--- config.mk ---
export PLATFORM = sky130hd
export DESIGN_NAME = cht_ram
export DESIGN_NICKNAME = d
export VERILOG_FILES = /design/src/cht_ram.sv
export SDC_FILE = /design/constraint.sdc
export NUM_CORES = 1
export LEC_CHECK = 0
export BUFFER_PORTS_ARGS = -buffer_cell sky130_fd_sc_hd__buf_2
export CORE_UTILIZATION = 60
export CTS_CLUSTER_DIAMETER = 80
export DETAILED_ROUTE_END_ITERATION = 7
export PLACE_DENSITY = 0.78
export SLEW_MARGIN = 20
export SYNTH_ARGS = -nofsm -noshare
export SYNTH_HDL_FRONTEND = slang
export SYNTH_SLANG_ARGS = --single-unit
--- constraint.sdc ---
create_clock -name clk -period 3.5 [get_ports clk]
set_input_delay 0.35 -clock clk [delete_from_list [all_inputs] [get_ports clk]]
set_output_delay 0.35 -clock clk [all_outputs]
set_load 0.005 [all_outputs]
--- src/cht_ram.sv ---
module cht_ram #(
  parameter int WIDTH = 8,
  parameter int DEPTH = 16
) (
  input  logic                                    clk,
  input  logic                                    we,
  input  logic [((DEPTH > 1) ? $clog2(DEPTH) : 1)-1:0] waddr,
  input  logic [WIDTH-1:0]                        wdata,
  input  logic [((DEPTH > 1) ? $clog2(DEPTH) : 1)-1:0] raddr,
  output logic [WIDTH-1:0]                        rdata
);

  logic [WIDTH-1:0] mem [DEPTH];
  logic [WIDTH-1:0] rdata_r;

  // Write one entry, read one entry into the output register
  always_ff @(posedge clk) begin
    if (we) begin
      mem[waddr] <= wdata;
    end
    rdata_r <= mem[raddr];
  end

  assign rdata = rdata_r;

endmodule

Word-level counts from Yosys, hierarchy flattened
Memories as Yosys holds them, arrays and structs flattened. A register that Yosys moved wholly into a read port is not among the register bits.
Index checks and enable logic that the tools add are counted.
{ "op_classes": {"n_mux": 2} }
{ "ops": {"columns": ["cell", "n"], "rows": [
  ["$mux 1", 2]
]} }
{ "totals": {"reg_bits": 0, "ram_bits": 128, "input_bits": 18, "elab_cells": 3, "memories": 1} }
{ "memory_table": {"columns": ["name", "words", "word_bits", "read_ports", "rd_ports_with_merged_regs", "wr", "line_no", "source"], "rows": [
  ["mem", 16, 8, 1, 1, 1, "13", "logic [WIDTH-1:0] mem [DEPTH];"]
]} }

Depth between registers and ports, before layout
{ "depth": {"word_depth": 2, "depth_mapped": 5} }

Worst setup path after synthesis
OpenSTA, ideal clock, no wires.
{ "synth_path": {"path_type": "input port to flip-flop", "start": "input waddr[2] (netlist bit)", "end": "memory mem[0][0] (enable)", "setup_time_ps": 383, "t_arrival_ps": 1460, "slack_ps": 1657, "path_stages": 2, "path_buffers": 0, "path_cell_list": "or3b_2 -> nor3_1"} }
{ "synth_lines": {"columns": ["element", "line_no", "source"], "rows": [
  ["from (decl)", "7", "input logic [((DEPTH > 1) ? $clog2(DEPTH) : 1)-1:0] waddr,"],
  ["to (decl)", "13", null]
]} }
Straight into the memory's write port.

==> reports/results.ini <==
[run_status]
status = completed

[sta]
worst_pin_slew_ns = 1.03
finClkSkew_ns = 0.00652
fin_setup_tns_ns = 0
holdWs_ns = 0.229
post-route-period-util_pct = 50.9
setup_viol = 0
slew_violations = 0
fmax_mhz = 561
finalHoldViolations = 0
rsz0062_at_grt = false
period_needed_ns = 1.78
slew_headroom_pct = 30.9

[clocking]
cts_resized = 0
tritoncts = yes
cts_buffer_depth = 2
ctsRootBufferMaster = clkbuf_8
insertion_delay_ns = 0.51
cts_setup_buffers = 0
cts_buffers = 17
path_clk_slew_ns = 0.06
cts-hold-fix-buffers = 0
cts_sinks = 136
h-tree-depth = 4

[layout]
final_area_um2 = 5910
syn_to_final_growth_pct = 14.8
mostFrequentLayoutCell = edfxtp_1
final_cell_mix = 128 x edfxtp_1, 25 x buf_2, 18 x mux4_2, 16 x a22oi_1, 16 x clkbuf_16
nFillCells = 499
diodes = 0
finish.net_count = 285
drive_gt1_share_pct = 28.9

[floorplan]
coreArea_um2 = 8260
rows = 33
die_w_um = 94.6
die_area_um2 = 8950
die_y_um = 94.6
pin_count = 26
start_util_pct = 62.3

[drt]
wl_per_cell_um = 25.1
drt-initial-drc-count = 251
detail_route.vias_per_cell = 6.31
drcViolationCount = 0
dr.pass1.iters = 4
antenna_left = 0
num_vias = 2428
wl_mm = 9.67

[global_route]
grt_usage_pct = 24.0
antenna_found_initial = 0
grt_max_degree = 33
grt_pass1_wl_mm = 14.3
grt_overflow_total = 0
grt_pass1_vias = 2375

[synth]
synth.largest_area_cell = edfxtp_1
synth.distinct_cells = 19
synth_edf_count = 128
synthCells = 229
syn_avg_cell_area_um2 = 22.5
ys.flop_type = edfxtp_1
synth-seq-area-share_pct = 77.8
synth_warnings = 0
synth_seq_cells = 136
synth_area_leaders = edfxtp_1 75%, mux4_2 7.9%, mux4_1 7.1%
synth_nets = 247
synth_top_area_share_pct = 74.7
syn_area_um2 = 5150
async_flop_share_pct = 0

[worst_setup_path]
endpoint_kind = register
worst-path-max-fanout = 21
arrival_ns = 2.18
reg2regPathDepth = 3
cp.required_ns = 3.90
rr_startpoint = mem[3][6]
path_class = in2reg
r2r_slack_ns = 2.12
critPathLaunchType = input port
r2r_end = rdata[6]

[hold_path]
holdPathStages = 1
hold_path_class = in2reg
hp-start = wdata[6]
whs_endpoint = mem[6][6]

[pwr]
pwr-share-comb_pct = 4.4
p_sw_mw = 0.827
netSwitchingFraction_pct = 22.7
ir_drop_mv = 0.361
clkPwrFrac_pct = 45.2
powerDensity_nw_per_um2 = 615
seqPwrFrac_pct = 50.4
power_leakage_nw = 1.98
p_int_mw = 2.81

[placed_design]
placed_area_um2 = 5350
portBuffers = 25
dpl.hpwl_mm = 5.78
routabilityCongestion = 0.741

[run]
cap_violations = 0

## synthesized netlist by cell type, drive strengths merged, types with 2 or more instances
cell	count
nand3b	2
clkdlybuf4s25	3
buf	7
nor3	4
nand2b	2
dfxtp	8
mux4	32
edfxtp	128
nand2	9
nor2	13
a22oi	16
## registers in the layout, indices dropped and copies added, names as in the netlist
name / cells
mem: 128
rdata: 8
## power groups by stage
| stage | Clock [mW] | Combinational [mW] | Sequential, mW |
|---|---|---|---|
| final | 1.64 | 0.160 | 1.83 |
| after global routing | 1.73 | 0.171 | 1.83 |
| after CTS | 1.65 | 0.159 | 1.83 |
| after detailed placement | 0 | 0.157 | 1.87 |
| after global placement | 0 | 0.151 | 1.86 |
| after floorplan | 0 | 0.0924 | 1.86 |
## kinds of logic after synthesis
group / synth area share (%)
AOI/OAI and AO/OA: 2.33
and+or+nand+nor: 3.18
buffers and inverters: 1.68
DFF: 77.8
muxes: 15.0
## worst max-delay path by stage
stage | startpoint | end | depth (start not counted) | slack, ns
after floorplan | waddr[2] | mem[0][0] | 2 | 1.66
after global placement | raddr[0] | rdata[3] | 5 | 1.25
after detailed placement | raddr[0] | rdata[2] | 5 | 1.21
after CTS | raddr[0] | rdata[2] | 5 | 1.74
after global routing | raddr[0] | rdata[2] | 5 | 1.63
final | raddr[0] | rdata[3] | 5 | 1.72
## metrics by stage
step | total power, mW | worst slack [ns] | std cells | utilization (%)
after floorplan | 1.96 | 1.66 | 229 | -
after global placement | 2.01 | 1.25 | 353 | 64.8
after detailed placement | 2.02 | 1.21 | 353 | 64.8
after CTS | 3.65 | 1.74 | 385 | 71.6
after global routing | 3.73 | 1.63 | 385 | 71.6
final | 3.64 | 1.72 | 385 | 71.6
## worst max-delay path, stage by stage
cell and delay [ns]:
buf_2 0.36, buf_4 0.45, mux4_1 0.64, a22oi_1 0.27, nand2_1 0.09
## final cells by class
class                      instances  area, um^2  share of cell area, %
multi-input combinational         83        1060                   18.0
clock buffer                      18         428                   7.24
sequential                       136        4000                   67.8
timing repair buffer              29         155                   2.63
tap                              105         131                   2.22
clock inverter                    14         129                   2.18
## layer usage
layer	global-route usage, %	wire length (um)	vias up
li1	-	-	1054
met1	34.0	4100	1260
met2	36.6	4800	101
met3	5.96	612	13
met4	9.34	151	0
met5	0	0	-
No activity file was read; power rests on OpenSTA's default activity.
