### src/cht_pkg.sv
package cht_pkg;

  // Table geometry
  localparam int NUM_BUCKETS = 1024;
  localparam int POOL_DEPTH  = 1024;

  localparam int BKT_W   = (NUM_BUCKETS > 1) ? $clog2(NUM_BUCKETS) : 1;
  localparam int NODE_AW = (POOL_DEPTH > 1) ? $clog2(POOL_DEPTH) : 1;
  // Node pointers are index plus one, zero marks the end of a chain
  localparam int PTR_W   = $clog2(POOL_DEPTH + 1);

  // Field widths
  localparam int KEY_W    = 31;
  localparam int VAL_W    = 32;
  localparam int STATUS_W = 2;

  // Shared multiplier operand width
  localparam int MUL_W = 32;

  // Golden ratio fraction as unsigned 0.64 fixed point
  localparam logic [2*MUL_W-1:0] PHI_FRAC = 64'h9E3779B97F4A7C15;
  localparam logic [MUL_W-1:0]   PHI_LO   = PHI_FRAC[MUL_W-1:0];
  localparam logic [MUL_W-1:0]   PHI_HI   = PHI_FRAC[2*MUL_W-1:MUL_W];

  // Operation codes
  localparam logic FUNC_INSERT = 1'b0;
  localparam logic FUNC_LOOKUP = 1'b1;

  // Result status codes
  localparam logic [STATUS_W-1:0] ST_DONE    = 2'd0;
  localparam logic [STATUS_W-1:0] ST_UPDATED = 2'd1;
  localparam logic [STATUS_W-1:0] ST_FULL    = 2'd2;

  // One pool node as stored in memory
  typedef struct packed {
    logic [KEY_W-1:0] key;
    logic [VAL_W-1:0] value;
    logic [PTR_W-1:0] link;
  } node_t;

  // Hash unit control and status
  typedef struct packed {
    logic             start;
    logic [KEY_W-1:0] key;
  } hash_req_t;

  typedef struct packed {
    logic             done;
    logic [BKT_W-1:0] bucket;
  } hash_rsp_t;

endpackage

### src/cht_hash.sv
module cht_hash import cht_pkg::*; (
  input  logic      clk,
  input  logic      rst_n,
  input  hash_req_t req,
  output hash_rsp_t rsp
);

  localparam logic [2:0] HS_IDLE = 3'd0;
  localparam logic [2:0] HS_M0   = 3'd1;
  localparam logic [2:0] HS_M1   = 3'd2;
  localparam logic [2:0] HS_M2   = 3'd3;
  localparam logic [2:0] HS_M3   = 3'd4;
  localparam logic [2:0] HS_SUM  = 3'd5;

  localparam logic [MUL_W-1:0] BUCKETS_M = MUL_W'(NUM_BUCKETS);

  logic [2:0]         state_r, state_nxt;
  logic               done_r;
  logic [KEY_W-1:0]   key_r;
  logic [2*MUL_W-1:0] prod_r;
  logic [MUL_W-1:0]   lo_r;
  logic [MUL_W-1:0]   hpart_r;
  logic [MUL_W-1:0]   hi_r;
  logic [MUL_W-1:0]   t_r;
  logic [BKT_W-1:0]   bucket_r;

  logic [MUL_W-1:0]   mul_a, mul_b;
  logic [2*MUL_W-1:0] mul_p;
  logic [2*MUL_W-1:0] sum;

  // Select operands of the shared multiplier per step
  always_comb begin
    mul_a = {{(MUL_W-KEY_W){1'b0}}, key_r};
    mul_b = PHI_LO;
    case (state_r)
      HS_M0: begin
        mul_a = {{(MUL_W-KEY_W){1'b0}}, key_r};
        mul_b = PHI_LO;
      end
      HS_M1: begin
        mul_a = {{(MUL_W-KEY_W){1'b0}}, key_r};
        mul_b = PHI_HI;
      end
      HS_M2: begin
        mul_a = lo_r;
        mul_b = BUCKETS_M;
      end
      HS_M3: begin
        mul_a = hi_r;
        mul_b = BUCKETS_M;
      end
      default: begin
        mul_a = {{(MUL_W-KEY_W){1'b0}}, key_r};
        mul_b = PHI_LO;
      end
    endcase
  end

  assign mul_p = mul_a * mul_b;
  assign sum   = prod_r + {{MUL_W{1'b0}}, t_r};

  // Step sequencer
  always_comb begin
    state_nxt = state_r;
    case (state_r)
      HS_IDLE: if (req.start) state_nxt = HS_M0;
      HS_M0:   state_nxt = HS_M1;
      HS_M1:   state_nxt = HS_M2;
      HS_M2:   state_nxt = HS_M3;
      HS_M3:   state_nxt = HS_SUM;
      HS_SUM:  state_nxt = HS_IDLE;
      default: state_nxt = HS_IDLE;
    endcase
  end

  always_ff @(posedge clk) begin
    if (!rst_n) begin
      state_r <= HS_IDLE;
      done_r  <= 1'b0;
    end else begin
      state_r <= state_nxt;
      done_r  <= (state_r == HS_SUM);
    end
  end

  // Datapath: register every product before it is used
  always_ff @(posedge clk) begin
    if (state_r == HS_IDLE && req.start) begin
      key_r <= req.key;
    end
    prod_r <= mul_p;
    if (state_r == HS_M1) begin
      lo_r    <= prod_r[MUL_W-1:0];
      hpart_r <= prod_r[2*MUL_W-1:MUL_W];
    end
    if (state_r == HS_M2) begin
      // High word of the fraction, kept modulo 2^32
      hi_r <= hpart_r + prod_r[MUL_W-1:0];
    end
    if (state_r == HS_M3) begin
      t_r <= prod_r[2*MUL_W-1:MUL_W];
    end
    if (state_r == HS_SUM) begin
      // Integer part stays below the bucket count
      bucket_r <= sum[MUL_W+BKT_W-1:MUL_W];
    end
  end

  assign rsp.done   = done_r;
  assign rsp.bucket = bucket_r;

endmodule

### config.mk
export PLATFORM = sky130hd
export DESIGN_NAME = cht_hash
export DESIGN_NICKNAME = d
export VERILOG_FILES = /design/src/cht_pkg.sv /design/src/cht_hash.sv
export SDC_FILE = /design/constraint.sdc
export NUM_CORES = 2
export LEC_CHECK = 0
export ABC_CLOCK_PERIOD_IN_PS = 25200
export BUFFER_PORTS_ARGS = -buffer_cell sky130_fd_sc_hd__buf_2
export CAP_MARGIN = 25
export CORE_MARGIN = 4
export CORE_UTILIZATION = 70
export CTS_CLUSTER_DIAMETER = 80
export CTS_CLUSTER_SIZE = 25
export DETAILED_ROUTE_END_ITERATION = 16
export GPL_TIMING_DRIVEN = 0
export HOLD_SLACK_MARGIN = 0.08
export PLACE_DENSITY = 0.94
export SKIP_LAST_GASP = 1
export SLEW_MARGIN = 20
export SYNTH_ARGS = -nofsm -noshare
export SYNTH_HDL_FRONTEND = slang
export SYNTH_SLANG_ARGS = --single-unit
### constraint.sdc
create_clock -name clk -period 25.2 [get_ports clk]
set_input_delay 1.26 -clock clk [delete_from_list [all_inputs] [get_ports clk]]
set_output_delay 1.26 -clock clk [all_outputs]
set_load 0.02 [all_outputs]
Yosys cells after proc, flatten, opt, wreduce, memory -nomap -nowiden. Index checks and enable logic that the tools add are counted.

Register bits: 237. Input port bits: 34. Output and inout bits: 11. Logic and storage cells: 25.

Add/sub/neg operators: 2. $mul: 1. Eq/ne operators: 6. Multiplexer cells: 4. Reduce and logical (&&, ||, !) cells: 3.

Operators with widths (count): $pmux 32 s2 (2); $mul 32x32->64 (1); $add 42x32->42 (1); $add 32x32->32 (1); $pmux 3 s5 (1); $eq 3x2->1 const B (2); $eq 3x3->1 const B (2); $eq 3x1->1 const B (1); $logic_not 3->1 (1); $mux 3 (1); $ne 2x2->1 const B (1); $reduce_or 2->1 (1); $logic_and 1x1->1 (1).

Logic depth before layout (Yosys ltp).
Word-level depth: 4. Mapped depth: 37. Depth with buffers taken out: 33.

Least setup slack after synthesis. No wires, ideal clock.

Kind: register to register. From: reg state_r[1]. To: reg prod_r[60]. Setup time: 62 ps. Arrival: 10041 ps. Required time: 25138 ps. Setup slack: 15097 ps. Stages on the path, launching flop included: 29. Buffers on the path: 4. Clock period less this slack: 10103 ps. Path through: dfxtp_1 nor2b_1 nand2b_1 inv_1 clkbuf_1 clkbuf_1 clkbuf_1 nor2_1 fa_1 ha_1 fa_1 inv_1 fa_1 inv_1 fa_1 fa_1 fa_1 fa_1 ha_1 clkbuf_1 and4_1 o2bb2ai_1 a211oi_1 o211a_1 a21oi_1 o21ai_1 a31o_2 a211o_1 nand3_1.

Word-level cells in the longest chain between the ends: 4. Elaborated cells on any way between the ends: 7. Classes of those cells: 1 x mul; 3 x eq/ne; 2 x mux; 1 x reduce/logical.

RTL lines: start, declared (line cht_hash.sv:17) `logic [2:0] state_r, state_nxt;`; start signal, assigned (line cht_hash.sv:81) `state_r <= state_nxt;`; $eq 3x2->1 / $eq 3x3->1 (equally long branches) (line cht_hash.sv:35) `case (state_r)`; $reduce_or 2->1 (no source line); $pmux 32 s2 (line cht_hash.sv:35); $mul 32x32->64 (*) (line cht_hash.sv:59) `assign mul_p = mul_a * mul_b;`; net mul_p[60] (line cht_hash.sv:28) `logic [2*MUL_W-1:0] mul_p;`; end signal, assigned (line cht_hash.sv:91) `prod_r <= mul_p;`; end, declared (line cht_hash.sv:20) `logic [2*MUL_W-1:0] prod_r;`.

Mark *: on every way through the listed nets, which the timed path passes. The rest lies on a longest branch. A chain may end at the register's enable or synchronous reset.

Worst setup path in the final report.
From: reg state_r[2]. To: reg prod_r[62].

The elaborated chain is that of the path after synthesis.

==> impl_metrics.toml <==
[setup_path]
crit_required_ns = 25.66
worstPathArrival_ns = 11.83
critPathTopFamily = "adder cells"
cp-start-kind = "register"
ff2ff_path_depth = 31
path_common_cell = "fa_1"
end_kind = "register"
crit_buf_inv = 8
max_stage_delay_ns = 0.84
crit_slowest_cell = "buf_1"
critPathMaxFanout = 10
critical_path_cell_count = 31
path_class = "register to register"

[timing]
fmax_ghz = 0.0879
layout_min_cycle_time_ns = 11.37
fin_setup_tns_ns = 0
finalCritPeriodShare_pct = 45.1
slew_headroom_pct = 17.4
rsz0062_at_grt = "no"
finalSetupViolations = 0
worst_slew_pin_slew_ns = 1.24
skew_ns = 0.0471
final-hold-violation-count = 0
drv_slew = 0

[clocking]
clock_sinks = 237
insertion_delay_ns = 0.57
numCtsBuffers = 17
htreeDepth = 1
postCtsResizedCells = 0
cts_tree = "done"
cts_buffer_depth = 3
path_clk_slew_ns = 0.10
cts_hold_buf = 0
cts_setup_buffers = 0
root_buffer = "clkbuf_16"

[hold_path]
holdPathStages = 0
hold_path_class = "register to register"

[die]
fp-row-count = 82
initial_utilization_pct = 71.0
dieHeight_um = 234
die_w_um = 234
die-area_um2 = 54800
pin_count = 45
core_area_um2 = 50400

[logic_synthesis]
async_flop_share_pct = 0
yosysWarnings = 0
ys_ff_latch = 237
synth.distinct_cells = 74
synthCells = 3434
ys.flop_type = "edfxtp_1"
synth_edf_count = 169
synth.avg_cell_area_um2 = 10.4
syn-cell-area_um2 = 35800
ys_seq_area_share_pct = 18.0

[run]
drv_cap = 0

[global_route]
antenna_found_initial = 2
grt_pass1_vias = 28400
gr-total-overflow = 0
grt_usage_pct = 42.3
grt_first_pass_wirelength_mm = 169
grt_max_degree = 51

[detailed_routing]
detail_route.vias_per_cell = 6.32
drc_errors = 1
wl_per_cell_um = 26.7
ant_nets = 0
drt_iter0_drc = 3305
drt-pass1-iter-count = 14
wl_mm = 113
num_vias = 26700

[layout]
drive_above_1_share_pct = 3.78
area_delta_synth_final_pct = 5.27
antennaDiodeCount = 0
final_cell_mix = "852 x inv_1, 641 x fa_1, 471 x ha_1"
final_area_um2 = 37600
nNetsFinal = 4681
final_common_cell = "inv_1"

[outcome]
violations = "design-rule violations"
status = "finished with violations"

[placement]
io_buffer_count = 44
post-dp-hpwl_mm = 95.6
post_dp_cell_area_um2 = 37000
routabilityCongestion = 1.10
[cells in the mapped netlist, drive strengths merged (11+ instances only)]
| cell | count | area share (%) |
|---|---|---|
| a221o | 22 | 0.62 |
| buf | 29 | 0.41 |
| nand2 | 179 | 1.9 |
| and2 | 26 | 0.45 |
| and4 | 11 | 0.27 |
| a21o | 99 | 2.1 |
| and3 | 11 | 0.19 |
| o21a | 15 | 0.31 |
| o21ai | 106 | 1.5 |
| dfxtp | 68 | 3.8 |
| nand3 | 27 | 0.38 |
| o21bai | 26 | 0.56 |
| xor2 | 42 | 1.0 |
| a31oi | 14 | 0.24 |
| edfxtp | 169 | 14 |
| a2bb2oi | 20 | 0.49 |
| nor2 | 135 | 1.4 |
| inv | 856 | 9.0 |
| clkbuf | 54 | 0.57 |
| nand4 | 22 | 0.38 |
| a21oi | 131 | 1.8 |
| ha | 471 | 16 |
| xnor2 | 107 | 2.6 |
| nand2b | 19 | 0.33 |
| fa | 641 | 36 |
[worst paths after layout]
path               from          end  slack [ns]
max reg2reg  state_r[2]   prod_r[62]       13.83
max          state_r[2]   prod_r[62]       13.83
min reg2reg  prod_r[56]  hpart_r[24]        0.43
min          prod_r[56]  hpart_r[24]        0.43
[cells by family (layout without fill, tap and decap cells)]
group,Yosys count,in the layout,share of synthesized area [%]
mux,10,10,0.283
xor+xnor,149,149,3.65
flops,237,237,18.0
compound gates,506,506,9.48
other cells,2,29,0.0210
fa+ha+maj,1117,1117,52.5
buf+inv,943,1027,10.0
simple gates,470,470,6.05
[metal layers]
layer	vias to the layer above	global-route usage, %	wire [um]
met5	-	0	0
met4	0	33.7	12300
met3	625	9.29	13000
met2	2008	64.5	49500
met1	13000	52.4	38000
li1	11100	-	-
[registers in the layout, indices dropped and copies added, names as in the netlist]
register  count
bucket_r     10
hpart_r      32
state_r       3
t_r          32
lo_r         32
key_r        31
done_r        1
hi_r         32
prod_r       64
[layout make-up]
| type | instances | area (um2) |
|---|---|---|
| Multi-Input combinational cell | 2281 | 25900 |
| Fill cell | 3265 | 12700 |
| Sequential cell | 237 | 6440 |
| Inverter | 860 | 3230 |
| Tap cell | 672 | 841 |
| Clock buffer | 20 | 437 |
| Buffer | 83 | 353 |
| Timing Repair Buffer | 55 | 327 |
| Clock inverter | 9 | 160 |
[stage by stage]
stage,setup slack [ns],cells,utilization [%],hold slack [ns]
floorplan,15.10,3461,-,0.404
global placement,11.30,4177,73.3,0.406
detailed placement,14.54,4187,73.5,0.411
CTS,14.36,4216,74.7,0.431
global route,13.76,4217,74.7,0.436
finish,13.83,4217,74.7,0.429
Power is left out: the tool's default activity adds up to more than one toggle a clock period on the data nets, which glitch-free logic cannot reach.
